==> config.mk <==
export PLATFORM = sky130hd
export DESIGN_NAME = route_cache_lru_ttl
export DESIGN_NICKNAME = d
export VERILOG_FILES = /design/src/design/rclt_pkg.sv /design/src/design/route_cache_lru_ttl.sv
export SDC_FILE = /design/constraint.sdc
export NUM_CORES = 2
export LEC_CHECK = 0
export ABC_AREA = 1
export BUFFER_PORTS_ARGS = -buffer_cell sky130_fd_sc_hd__buf_2
export CAP_MARGIN = 20
export CORE_MARGIN = 1.5
export CORE_UTILIZATION = 60
export CTS_CLUSTER_SIZE = 25
export DETAILED_ROUTE_END_ITERATION = 12
export GPL_TIMING_DRIVEN = 0
export PLACE_DENSITY_LB_ADDON = 0.25
export RECOVER_POWER = 100
export SLEW_MARGIN = 20
export SYNTH_ARGS = -nofsm -noshare
export SYNTH_HDL_FRONTEND = slang
export SYNTH_SLANG_ARGS = --single-unit
==> constraint.sdc <==
create_clock -name clk -period 24.5 [get_ports clk]
set_clock_uncertainty 0.15 [all_clocks]
set_input_delay 3.675 -clock clk [delete_from_list [all_inputs] [get_ports clk]]
set_output_delay 3.675 -clock clk [all_outputs]
set_load 0.02 [all_outputs]
==> src/design/rclt_pkg.sv <==
// Package for the callsign route cache: defaults, register indexes and status codes.
// Also holds the key normalization and key check functions.
// Depends on nothing; route_cache_lru_ttl imports it.
package rclt_pkg;

	localparam int ENTRIES_DEF    = 8;
	localparam int ROUTE_BITS_DEF = 32;

	localparam int KEY_BYTES = 8;
	localparam int KEY_W     = 64;
	localparam int TIME_W    = 32;
	localparam int STATUS_W  = 10;
	localparam int CFG_IDX_W = 2;
	localparam int CFG_W     = 32;
	localparam int RESULT_W  = 32;

	localparam logic [CFG_IDX_W-1:0] REG_LOOKUP_ENABLED = 2'd0;
	localparam logic [CFG_IDX_W-1:0] REG_NEGATIVE_TTL   = 2'd1;
	localparam logic [CFG_IDX_W-1:0] REG_RETRY_TTL      = 2'd2;

	localparam logic [TIME_W-1:0] NEGATIVE_TTL_RST = 32'd600000;
	localparam logic [TIME_W-1:0] RETRY_TTL_RST    = 32'd60000;

	localparam logic [STATUS_W-1:0] STATUS_OK        = 10'd200;
	localparam logic [STATUS_W-1:0] STATUS_NOT_FOUND = 10'd404;

	localparam logic ACTION_LOOKUP = 1'b0;
	localparam logic ACTION_FILL   = 1'b1;

	// Bytes after the first NUL are cleared.
	function automatic logic [KEY_W-1:0] normalize_key(input logic [KEY_W-1:0] raw);
		logic [KEY_W-1:0] k;
		logic live;
		k = '0;
		live = 1'b1;
		for (int i = 0; i < KEY_BYTES; i++) begin
			if (raw[8*i +: 8] == 8'h00)
				live = 1'b0;
			if (live)
				k[8*i +: 8] = raw[8*i +: 8];
		end
		return k;
	endfunction

	function automatic logic is_letter(input logic [7:0] c);
		return ((c >= 8'h41) && (c <= 8'h5A)) || ((c >= 8'h61) && (c <= 8'h7A));
	endfunction

	// Three letters then a digit; this also implies at least four characters.
	function automatic logic key_ok(input logic [KEY_W-1:0] k);
		return is_letter(k[7:0]) && is_letter(k[15:8]) && is_letter(k[23:16]) &&
			(k[31:24] >= 8'h30) && (k[31:24] <= 8'h39);
	endfunction

endpackage

==> src/design/route_cache_lru_ttl.sv <==
// Callsign route cache with negative and retry lifetimes and LRU replacement.
// Entries live in one synchronous memory; slot valid bits are flip-flops.
// Depends on rclt_pkg.

// An item is transferred when start is high and busy is low. Every entry is read
// once from the entry memory, one slot a cycle, then the drain and execute states
// follow and done is registered from the execute state; the next item can be
// transferred in the cycle of done; a rejected item skips the scan and drain.
// The result is shown for exactly one cycle with done, and the receiver cannot
// stall it. Configuration writes are taken in any cycle but belong to idle time.
module route_cache_lru_ttl
	import rclt_pkg::*;
#(
	parameter int ENTRIES    = ENTRIES_DEF,
	parameter int ROUTE_BITS = ROUTE_BITS_DEF
) (
	input  logic                 clk,
	input  logic                 arst_n,
	input  logic                 cfg_we,
	input  logic [CFG_IDX_W-1:0] cfg_index,
	input  logic [CFG_W-1:0]     cfg_wdata,
	input  logic                 start,
	output logic                 busy,
	input  logic                 action,
	input  logic [KEY_W-1:0]     callsign_chars,
	input  logic [TIME_W-1:0]    now_ms,
	input  logic                 allow_fetch,
	input  logic [STATUS_W-1:0]  http_status,
	input  logic                 has_route,
	input  logic [31:0]          route_word,
	output logic                 done,
	output logic                 route_found,
	output logic                 fetch_needed,
	output logic                 fetch_failed,
	output logic [RESULT_W-1:0]  route_result,
	output logic                 rejected
);

	localparam int IDX_W = (ENTRIES > 1) ? $clog2(ENTRIES) : 1;
	localparam logic [IDX_W-1:0] LAST_IDX = IDX_W'(ENTRIES - 1);

	typedef struct packed {
		logic [KEY_W-1:0]      callsign;
		logic [ROUTE_BITS-1:0] route;
		logic                  negative;
		logic                  transient;
		logic [TIME_W-1:0]     stored_ms;
		logic [TIME_W-1:0]     used_ms;
	} entry_t;

	typedef enum logic [3:0] {
		ST_IDLE  = 4'b0001,
		ST_SCAN  = 4'b0010,
		ST_DRAIN = 4'b0100,
		ST_EXEC  = 4'b1000
	} state_t;

	state_t state_q;

	logic              lookup_enabled_q;
	logic [TIME_W-1:0] neg_ttl_q;
	logic [TIME_W-1:0] retry_ttl_q;

	logic [ENTRIES-1:0] slot_used_q;
	entry_t             mem_q [ENTRIES];
	entry_t             rd_data_s1;
	logic [IDX_W-1:0]   rd_idx_q;
	logic               proc_vld_s1;
	logic [IDX_W-1:0]   proc_idx_s1;

	logic                  action_q;
	logic [KEY_W-1:0]      key_q;
	logic [TIME_W-1:0]     now_q;
	logic                  allow_q;
	logic [STATUS_W-1:0]   status_q;
	logic                  has_route_q;
	logic [ROUTE_BITS-1:0] route_in_q;
	logic                  rej_q;

	logic              hit_q;
	logic [IDX_W-1:0]  hit_idx_q;
	entry_t            hit_ent_q;
	logic [IDX_W-1:0]  vic_idx_q;
	logic [TIME_W-1:0] vic_time_q;

	logic              done_q;
	logic              found_q;
	logic              need_q;
	logic              failed_q;
	logic [RESULT_W-1:0] route_q;
	logic              rej_out_q;

	logic              accept;
	logic [KEY_W-1:0]  key_in;
	logic              free_found;
	logic [IDX_W-1:0]  free_idx;
	logic [TIME_W-1:0] age;
	logic [TIME_W-1:0] ttl;
	logic              fresh;
	logic              parsed;
	logic [IDX_W-1:0]  fill_idx;
	logic              wr_en;
	logic [IDX_W-1:0]  wr_idx;
	entry_t            wr_data;
	entry_t            fill_ent;
	logic [63:0]       hit_route_wide;
	logic [63:0]       fill_route_wide;

	assign busy   = (state_q != ST_IDLE);
	assign accept = start && !busy;
	assign key_in = normalize_key(callsign_chars);

	always_comb begin
		free_found = 1'b0;
		free_idx   = '0;
		for (int i = ENTRIES - 1; i >= 0; i--) begin
			if (!slot_used_q[i]) begin
				free_found = 1'b1;
				free_idx   = IDX_W'(i);
			end
		end
	end

	assign age    = now_q - hit_ent_q.stored_ms;
	assign ttl    = hit_ent_q.transient ? retry_ttl_q : neg_ttl_q;
	assign fresh  = hit_q && (!hit_ent_q.negative || (age < ttl));
	assign parsed = (status_q == STATUS_OK) || (status_q == STATUS_NOT_FOUND);

	always_comb begin
		if (hit_q)
			fill_idx = hit_idx_q;
		else if (free_found)
			fill_idx = free_idx;
		else
			fill_idx = vic_idx_q;
	end

	always_comb begin
		fill_ent.callsign   = key_q;
		fill_ent.route      = has_route_q ? route_in_q : '0;
		fill_ent.negative   = !has_route_q;
		fill_ent.transient  = !parsed;
		fill_ent.stored_ms  = now_q;
		fill_ent.used_ms    = now_q;
	end

	always_comb begin
		wr_en   = 1'b0;
		wr_idx  = hit_idx_q;
		wr_data = hit_ent_q;
		wr_data.used_ms = now_q;
		if ((state_q == ST_EXEC) && !rej_q) begin
			if (action_q == ACTION_FILL) begin
				wr_en   = 1'b1;
				wr_idx  = fill_idx;
				wr_data = fill_ent;
			end else begin
				wr_en = fresh;
			end
		end
	end

	assign hit_route_wide  = 64'(hit_ent_q.route);
	assign fill_route_wide = 64'(fill_ent.route);

	always_ff @(posedge clk) begin
		if (wr_en)
			mem_q[wr_idx] <= wr_data;
		rd_data_s1 <= mem_q[rd_idx_q];
	end

	always_ff @(posedge clk or negedge arst_n) begin
		if (!arst_n) begin
			lookup_enabled_q <= 1'b1;
			neg_ttl_q        <= NEGATIVE_TTL_RST;
			retry_ttl_q      <= RETRY_TTL_RST;
		end else if (cfg_we) begin
			unique case (cfg_index)
				REG_LOOKUP_ENABLED: lookup_enabled_q <= cfg_wdata[0];
				REG_NEGATIVE_TTL:   neg_ttl_q        <= cfg_wdata;
				REG_RETRY_TTL:      retry_ttl_q      <= cfg_wdata;
				default: ;
			endcase
		end
	end

	always_ff @(posedge clk or negedge arst_n) begin
		if (!arst_n) begin
			state_q     <= ST_IDLE;
			slot_used_q <= '0;
			rd_idx_q    <= '0;
			proc_vld_s1 <= 1'b0;
			proc_idx_s1 <= '0;
			hit_q       <= 1'b0;
			hit_idx_q   <= '0;
			hit_ent_q   <= '0;
			vic_idx_q   <= '0;
			vic_time_q  <= '0;
			rej_q       <= 1'b0;
			done_q      <= 1'b0;
		end else begin
			done_q      <= (state_q == ST_EXEC);
			proc_vld_s1 <= (state_q == ST_SCAN);
			proc_idx_s1 <= rd_idx_q;
			if (wr_en)
				slot_used_q[wr_idx] <= 1'b1;
			if (proc_vld_s1 && slot_used_q[proc_idx_s1] && !hit_q &&
				(rd_data_s1.callsign == key_q)) begin
				hit_q     <= 1'b1;
				hit_idx_q <= proc_idx_s1;
				hit_ent_q <= rd_data_s1;
			end
			if (proc_vld_s1) begin
				if ((proc_idx_s1 == '0) || (rd_data_s1.used_ms < vic_time_q)) begin
					vic_idx_q  <= proc_idx_s1;
					vic_time_q <= rd_data_s1.used_ms;
				end
			end
			unique case (state_q)
				ST_IDLE: begin
					if (accept) begin
						rd_idx_q <= '0;
						hit_q    <= 1'b0;
						rej_q    <= !lookup_enabled_q || !key_ok(key_in);
						state_q  <= (!lookup_enabled_q || !key_ok(key_in)) ? ST_EXEC : ST_SCAN;
					end
				end
				ST_SCAN: begin
					if (rd_idx_q == LAST_IDX)
						state_q <= ST_DRAIN;
					else
						rd_idx_q <= rd_idx_q + 1'b1;
				end
				ST_DRAIN: begin
					state_q <= ST_EXEC;
				end
				ST_EXEC: begin
					state_q <= ST_IDLE;
				end
				default: state_q <= ST_IDLE;
			endcase
		end
	end

	always_ff @(posedge clk) begin
		if (accept) begin
			action_q    <= action;
			key_q       <= key_in;
			now_q       <= now_ms;
			allow_q     <= allow_fetch;
			status_q    <= http_status;
			has_route_q <= has_route;
			route_in_q  <= ROUTE_BITS'(route_word);
		end
		if (state_q == ST_EXEC) begin
			found_q   <= 1'b0;
			need_q    <= 1'b0;
			failed_q  <= 1'b0;
			route_q   <= '0;
			rej_out_q <= rej_q;
			if (!rej_q) begin
				if (action_q == ACTION_FILL) begin
					found_q  <= has_route_q;
					failed_q <= !parsed;
					route_q  <= fill_route_wide[RESULT_W-1:0];
				end else if (fresh) begin
					found_q <= !hit_ent_q.negative;
					if (!hit_ent_q.negative)
						route_q <= hit_route_wide[RESULT_W-1:0];
				end else begin
					need_q <= allow_q;
				end
			end
		end
	end

	assign done         = done_q;
	assign route_found  = found_q;
	assign fetch_needed = need_q;
	assign fetch_failed = failed_q;
	assign route_result = route_q;
	assign rejected     = rej_out_q;

endmodule

# [Word level (Yosys, flattened, before mapping)]
# Memory sizes are Yosys's and may differ from the RTL's. A register that Yosys moved wholly into a read port is not among the register bits.
# Index checks and enable logic that the tools add are counted.
# W data, S select, Z words.
[word_totals] reg_bits=432 mem_bits_rw=1296 in_bits=179 output_inout_bits=38 elab_cells=184 memories=1
[op_classes] addsub=2 magnitude_cmp=19 n_eq_ne=14 muxes=59 bitwise_logic=2 reduce_logical=52
[mem_list] name="mem_q" words=8 word_bits=162 read_ports=1 rd_ports_with_merged_regs=1 wr=1 line_no="route_cache_lru_ttl.sv:65" text="entry_t mem_q [ENTRIES];"
[ops] operator="$mux W162" n=2
[ops] operator="$mux W32" n=5
[ops] operator="$eq A64 B64 Y1" n=1
[ops] operator="$logic_not A8 Y1" n=8
[ops] operator="$lt A32 B32 Y1" n=2
[ops] operator="$ge A8 B7 Y1 const B" n=6
[ops] operator="$le A8 B7 Y1 const B" n=6
[ops] operator="$mux W3" n=14
[ops] operator="$mux W8" n=4
[ops] operator="$sub A32 B32 Y32" n=1
[ops] operator="$mux W1" n=27
[ops] operator="$logic_and A1 B1 Y1" n=17
[ops] operator="$mux W4" n=3
[ops] operator="$pmux W4 S3" n=1
[ops] operator="$reduce_and A2 Y1" n=6
[ops] operator="$eq A10 B8 Y1 const B" n=1
[ops] operator="$eq A10 B9 Y1 const B" n=1
[ops] operator="$ge A8 B6 Y1 const B" n=1
[ops] operator="$le A8 B6 Y1 const B" n=1
[ops] operator="$logic_not A1 Y1" n=8
[ops] operator="$lt A3 B4 Y1 const B" n=2
[ops] operator="$or A8 B8 Y8" n=1
[ops] operator="$logic_or A1 B1 Y1" n=7
[ops] operator="$pmux W3 S2" n=1
[ops] operator="other kinds (21)" n=22

# [Logic depth before layout (Yosys ltp)]
[logic_depth] ltp_word=17 depth_mapped=26 depth_no_buf=26

# [Worst setup path before layout]
# OpenSTA, ideal clock, no wires.
[synth_timing] path_type="input -> register" start="input start" end="register rd_idx_q[1]" setup_time_ns=0.137 arrival_ns=10.570 required_time_ns=24.213 setup_slack_ns=13.643 path_stages=5 n_path_buf=0 cell_sequence="inv_1 -> nor2_1 -> inv_1 -> a21oi_1 -> o21ai_0"
[synth_via] elab_chain_cells=3
[synth_lines] element="start: declaration" line_no="route_cache_lru_ttl.sv:22" text="input logic start,"
[synth_lines] element="$logic_and A1 B1 Y1" line_no="route_cache_lru_ttl.sv:110" text="assign accept = start && !busy;"
[synth_lines] element="via accept" line_no="route_cache_lru_ttl.sv:93" text="logic accept;"
[synth_lines] element="$ne A2 B2 Y1 (no source line)"
[synth_lines] element="$reduce_and A3 Y1 (no source line)"
[synth_lines] element="end signal: assignment" line_no="route_cache_lru_ttl.sv:232" text="rd_idx_q <= rd_idx_q + 1'b1;"
[synth_lines] element="end: declaration" line_no="route_cache_lru_ttl.sv:67" text="logic [IDX_W-1:0] rd_idx_q;"
# The timed path passes the listed nets, and every way through them passes these cells.
# A chain may end at the register's enable or synchronous reset.

# [Final worst setup path]
[layout_timing] start="register now_q[0]" end="memory mem_q[6][88] (netlist bit), enable pin"
[layout_via] elab_chain_cells=8
[layout_lines] element="start: declaration" line_no="route_cache_lru_ttl.sv:73" text="logic [TIME_W-1:0] now_q;"
[layout_lines] element="start signal: assignment" line_no="route_cache_lru_ttl.sv:249" text="now_q <= now_ms;"
[layout_lines] element="$sub A32 B32 Y32" line_no="route_cache_lru_ttl.sv:124" text="assign age = now_q - hit_ent_q.stored_ms;"
[layout_lines] element="$lt A32 B32 Y1" line_no="route_cache_lru_ttl.sv:126" text="assign fresh = hit_q && (!hit_ent_q.negative || (age < ttl));"
[layout_lines] element="$logic_or A1 B1 Y1" line_no="route_cache_lru_ttl.sv:126"
[layout_lines] element="$logic_and A1 B1 Y1" line_no="route_cache_lru_ttl.sv:126"
[layout_lines] element="$mux W1" line_no="route_cache_lru_ttl.sv:153" text="if (action_q == ACTION_FILL) begin"
[layout_lines] element="$mux W1" line_no="route_cache_lru_ttl.sv:152" text="if ((state_q == ST_EXEC) && !rej_q) begin"
[layout_lines] element="$mux W1" line_no="route_cache_lru_ttl.sv:167" text="if (wr_en)"
[layout_lines] element="$mux W1 (implied by the code)" line_no="route_cache_lru_ttl.sv:168" text="mem_q[wr_idx] <= wr_data;"
[layout_lines] element="end: declaration" line_no="route_cache_lru_ttl.sv:65"
# No other way between the ends.

==> impl_metrics.py <==
metrics = {
    "run_status": {
        "outcome": "finished, violations left",
        "failed_checks": "capacitance limit, slew limit",
    },
    "sta": {
        "finalMaxSlewViolations": 1652,
        "period_share_pct": 57.5,
        "setup_viol_count_final": 0,
        "fin_crit_ns": 14.08,
        "worstMarginPinSlew_ns": 5.78,
        "clock.fmax_ghz": 0.0710,
        "setup_tns_ns": 0,
        "relSlewSlack_pct": -285,
        "finalHoldViolations": 0,
        "rsz0062_at_grt": "no",
        "layout_setup_ws_ns": 10.42,
    },
    "worst_setup_path": {
        "worstReg2RegStart": "now_q[0]$_DFFE_PP_",
        "cp.required_ns": 24.66,
        "r2r-end": "mem_q[6][88]$_DFFE_PP_",
        "critical_path.max_fanout": 71,
        "r2r_slack_ns": 10.42,
        "reg2regPathDepth": 25,
        "slowest_stage": "clkbuf_1",
        "critPathMostFrequentCell": "nand2_1",
        "startpoint_type": "flop",
        "crit_path_end_kind": "flop",
        "slowest_delay_ns": 3.75,
        "critPathKind": "reg -> reg",
        "arrival_ns": 14.24,
    },
    "yosys": {
        "ys_ff_latch": 1890,
        "yosysMostFrequentCell": "edfxtp_1",
        "synth_fp_nets": 6698,
        "netlist.area_leader.share_pct": 58.8,
        "ys.warnings.count": 0,
        "avgSynthCellArea_um2": 11.7,
        "yosys-top-cells-count": "1473 x edfxtp_1, 1244 x nor2_1, 865 x o21ai_0",
        "yosysUniqueCellTypes": 55,
        "yosysSeqAreaShare_pct": 71.6,
        "synthFlopType": "edfxtp_1",
        "yosysTopAreaCell": "edfxtp_1",
        "netlist_instances": 6423,
        "synth_area_mm2": 0.0753,
        "synthTopCellsByArea": "edfxtp_1 59%, dfrtp_1 7.9%, nor2_1 6.2%",
        "async_flop_share_pct": 13.5,
        "synth-edff-count": 1473,
    },
    "final_layout": {
        "finalNetCount": 7123,
        "multi_input_area_mm2": 0.0182,
        "n_fill_cell": 8788,
        "fin_util_pct": 67.8,
        "seqCellArea_mm2": 0.0539,
        "final_cell_area_mm2": 0.0842,
        "drive_gt1_share_pct": 7.54,
        "area_delta_synth_final_pct": 11.9,
    },
    "placement": {
        "pre_cts_ws_ns": 18.04,
        "numPortBuffers": 216,
        "place_hpwl_um": 135000,
        "dpl_cell_area_mm2": 0.0792,
        "gp_congestion": 0.953,
    },
    "clock_network": {
        "postCtsHoldBufs": 0,
        "cts_root_buf": "clkbuf_16",
        "clock_path_buffers": 3,
        "htree_levels": 4,
        "cts_made_buffers": 181,
        "cts.sinks": 1890,
        "clkTransAtPathRegs_ns": 0.06,
        "cts_tree": "done",
        "insertion_delay_ns": 0.83,
        "postCtsSetupRepairBufs": 0,
        "cts_resized": 0,
    },
    "flow_run": {
        "cap_viol_max_count": 31,
    },
    "power_and_ir_drop": {
        "p_leak_nw": 32.3,
        "p_per_area_mw_per_mm2": 83.2,
        "ir_drop_uv": 86.2,
    },
    "die": {
        "die_w_um": 357,
        "io_pins": 217,
        "rows": 129,
        "die_h_um": 357,
        "initial_core_util_pct": 60.6,
        "core_mm2": 0.124,
        "die_area_mm2": 0.128,
    },
    "detailed_routing": {
        "drcViolationCount": 0,
        "drt-initial-drc-count": 6665,
        "firstDrtPassIters": 6,
        "wl_per_cell_um": 23.9,
        "via_count": 51800,
        "ant_nets": 0,
        "avgViaCountPerCell": 5.99,
        "wl_um": 206000,
    },
    "worst_hold_path": {
        "min_path_cells": 0,
        "hold_class": "reg -> reg",
        "min_to": "proc_idx_s1[0]$_DFF_PN0_",
        "min-delay-start": "rd_idx_q[0]$_DFFE_PN0P_",
    },
    "grt": {
        "grt-ovfl-total": 0,
        "grt_pass1_vias": 50100,
        "antenna_found_initial": 10,
        "grt.total_usage_pct": 32.4,
        "grt_pass1_wl_um": 305000,
        "grt_max_degree": 86,
    },
}
==> layout by cell type (no fill, tap or decap), types with 20 or more instances in the layout <==
cell type  count
a21oi_1      103
a31oi_1      167
buf_1         32
buf_2        195
clkbuf_1     388
clkbuf_16    186
clkinv_1      30
clkinv_2      33
dfrtp_1      238
dfxtp_1      162
edfxtp_1    1473
ha_1          95
inv_1        402
mux2i_1       31
nand2_1      690
nand3_1       88
nor2_1      1245
nor3_1        22
nor4_1        20
o21ai_0      976
o21ai_1       21
o22ai_1      190
xor2_1        34
==> area by class of cell <==
class | count | share of cell area [%]
flip-flops and latches | 1890 | 64.0
multi-input cells | 3765 | 21.6
clock buffers | 246 | 5.99
well taps | 1637 | 2.43
inverters | 417 | 1.87
plain buffers | 351 | 1.74
repair buffers | 242 | 1.34
clock inverters | 96 | 1.06
diodes | 3 | 0.00892
==> how the worst max path moves through the flow <==
stage	to	from
5_1_grt	mem_q[6][59]$_DFFE_PP_	now_q[0]$_DFFE_PP_
6_report	mem_q[6][88]$_DFFE_PP_	now_q[0]$_DFFE_PP_
4_1_cts	mem_q[3][60]$_DFFE_PP_	now_q[0]$_DFFE_PP_
3_3_place_gp	rd_idx_q[2]$_DFFE_PN0P_	start
3_5_place_dp	mem_q[3][56]$_DFFE_PP_	now_q[0]$_DFFE_PP_
2_1_floorplan	rd_idx_q[1]$_DFFE_PN0P_	start
==> sequential cells by signal, summed over array words and instances (netlist names), 4 cells and up <==
signal,cells
hit_ent_q,130
slot_used_q,8
mem_q,1296
retry_ttl_q,32
now_q,32
rd_data_s1,162
route_result,32
key_q,64
route_in_q,32
neg_ttl_q,32
state_q,4
vic_time_q,32
status_q,10
==> report_power, final <==
part | internal (mW) | switching, mW | total [mW]
combinational | 0.138 | 0.356 | 0.494
sequential | 3.63 | 0.104 | 3.73
clock | 1.57 | 1.21 | 2.78
total | 5.34 | 1.67 | 7.01
==> cells by family (layout without fill, tap and decap cells) <==
logic type / count (synthesis) / after routing / share of synthesized area, %
simple gates: 2092 / 2092 / 10.9
flops: 1890 / 1890 / 71.6
compound gates: 1499 / 1499 / 10.8
buf+inv: 768 / 1352 / 4.20
fa+ha+maj: 96 / 96 / 1.61
xor+xnor: 47 / 47 / 0.547
mux: 31 / 31 / 0.412
other cells: 0 / 3 / 0
==> per-stage QoR <==
step | power, mW | hold slack, ns | instances
finish | 7.01 | 0.257 | 8647
global route | 7.20 | 0.265 | 8645
CTS | 7.03 | 0.255 | 8644
detailed placement | 4.30 | 0.241 | 8302
global placement | 4.29 | 0.235 | 8276
floorplan | 4.06 | 0.223 | 6423
==> critical path: cells and delay by family, from the launching register on <==
kind                     cells  cell delay [ns]
adder cells (fa/ha/maj)      3             0.97
buffers and inverters        5             8.60
flip-flops                   1             0.53
AND/OR/NAND/NOR              9             1.38
XOR/XNOR                     1             0.19
AO/OA/AOI/OAI                7             1.62
==> per-layer routing <==
layer | global-route usage, % | share of wire [%] | wire, µm | vias up
met5 | 0 | 0.012 | 24 | -
met4 | 15.1 | 4.9 | 10000 | 4
met3 | 6.67 | 11 | 22700 | 524
met2 | 50.5 | 46 | 94500 | 2923
met1 | 44.1 | 38 | 79100 | 25000
li1 | - | - | - | 23300
Note: power is estimated with default switching activity, not from simulation.
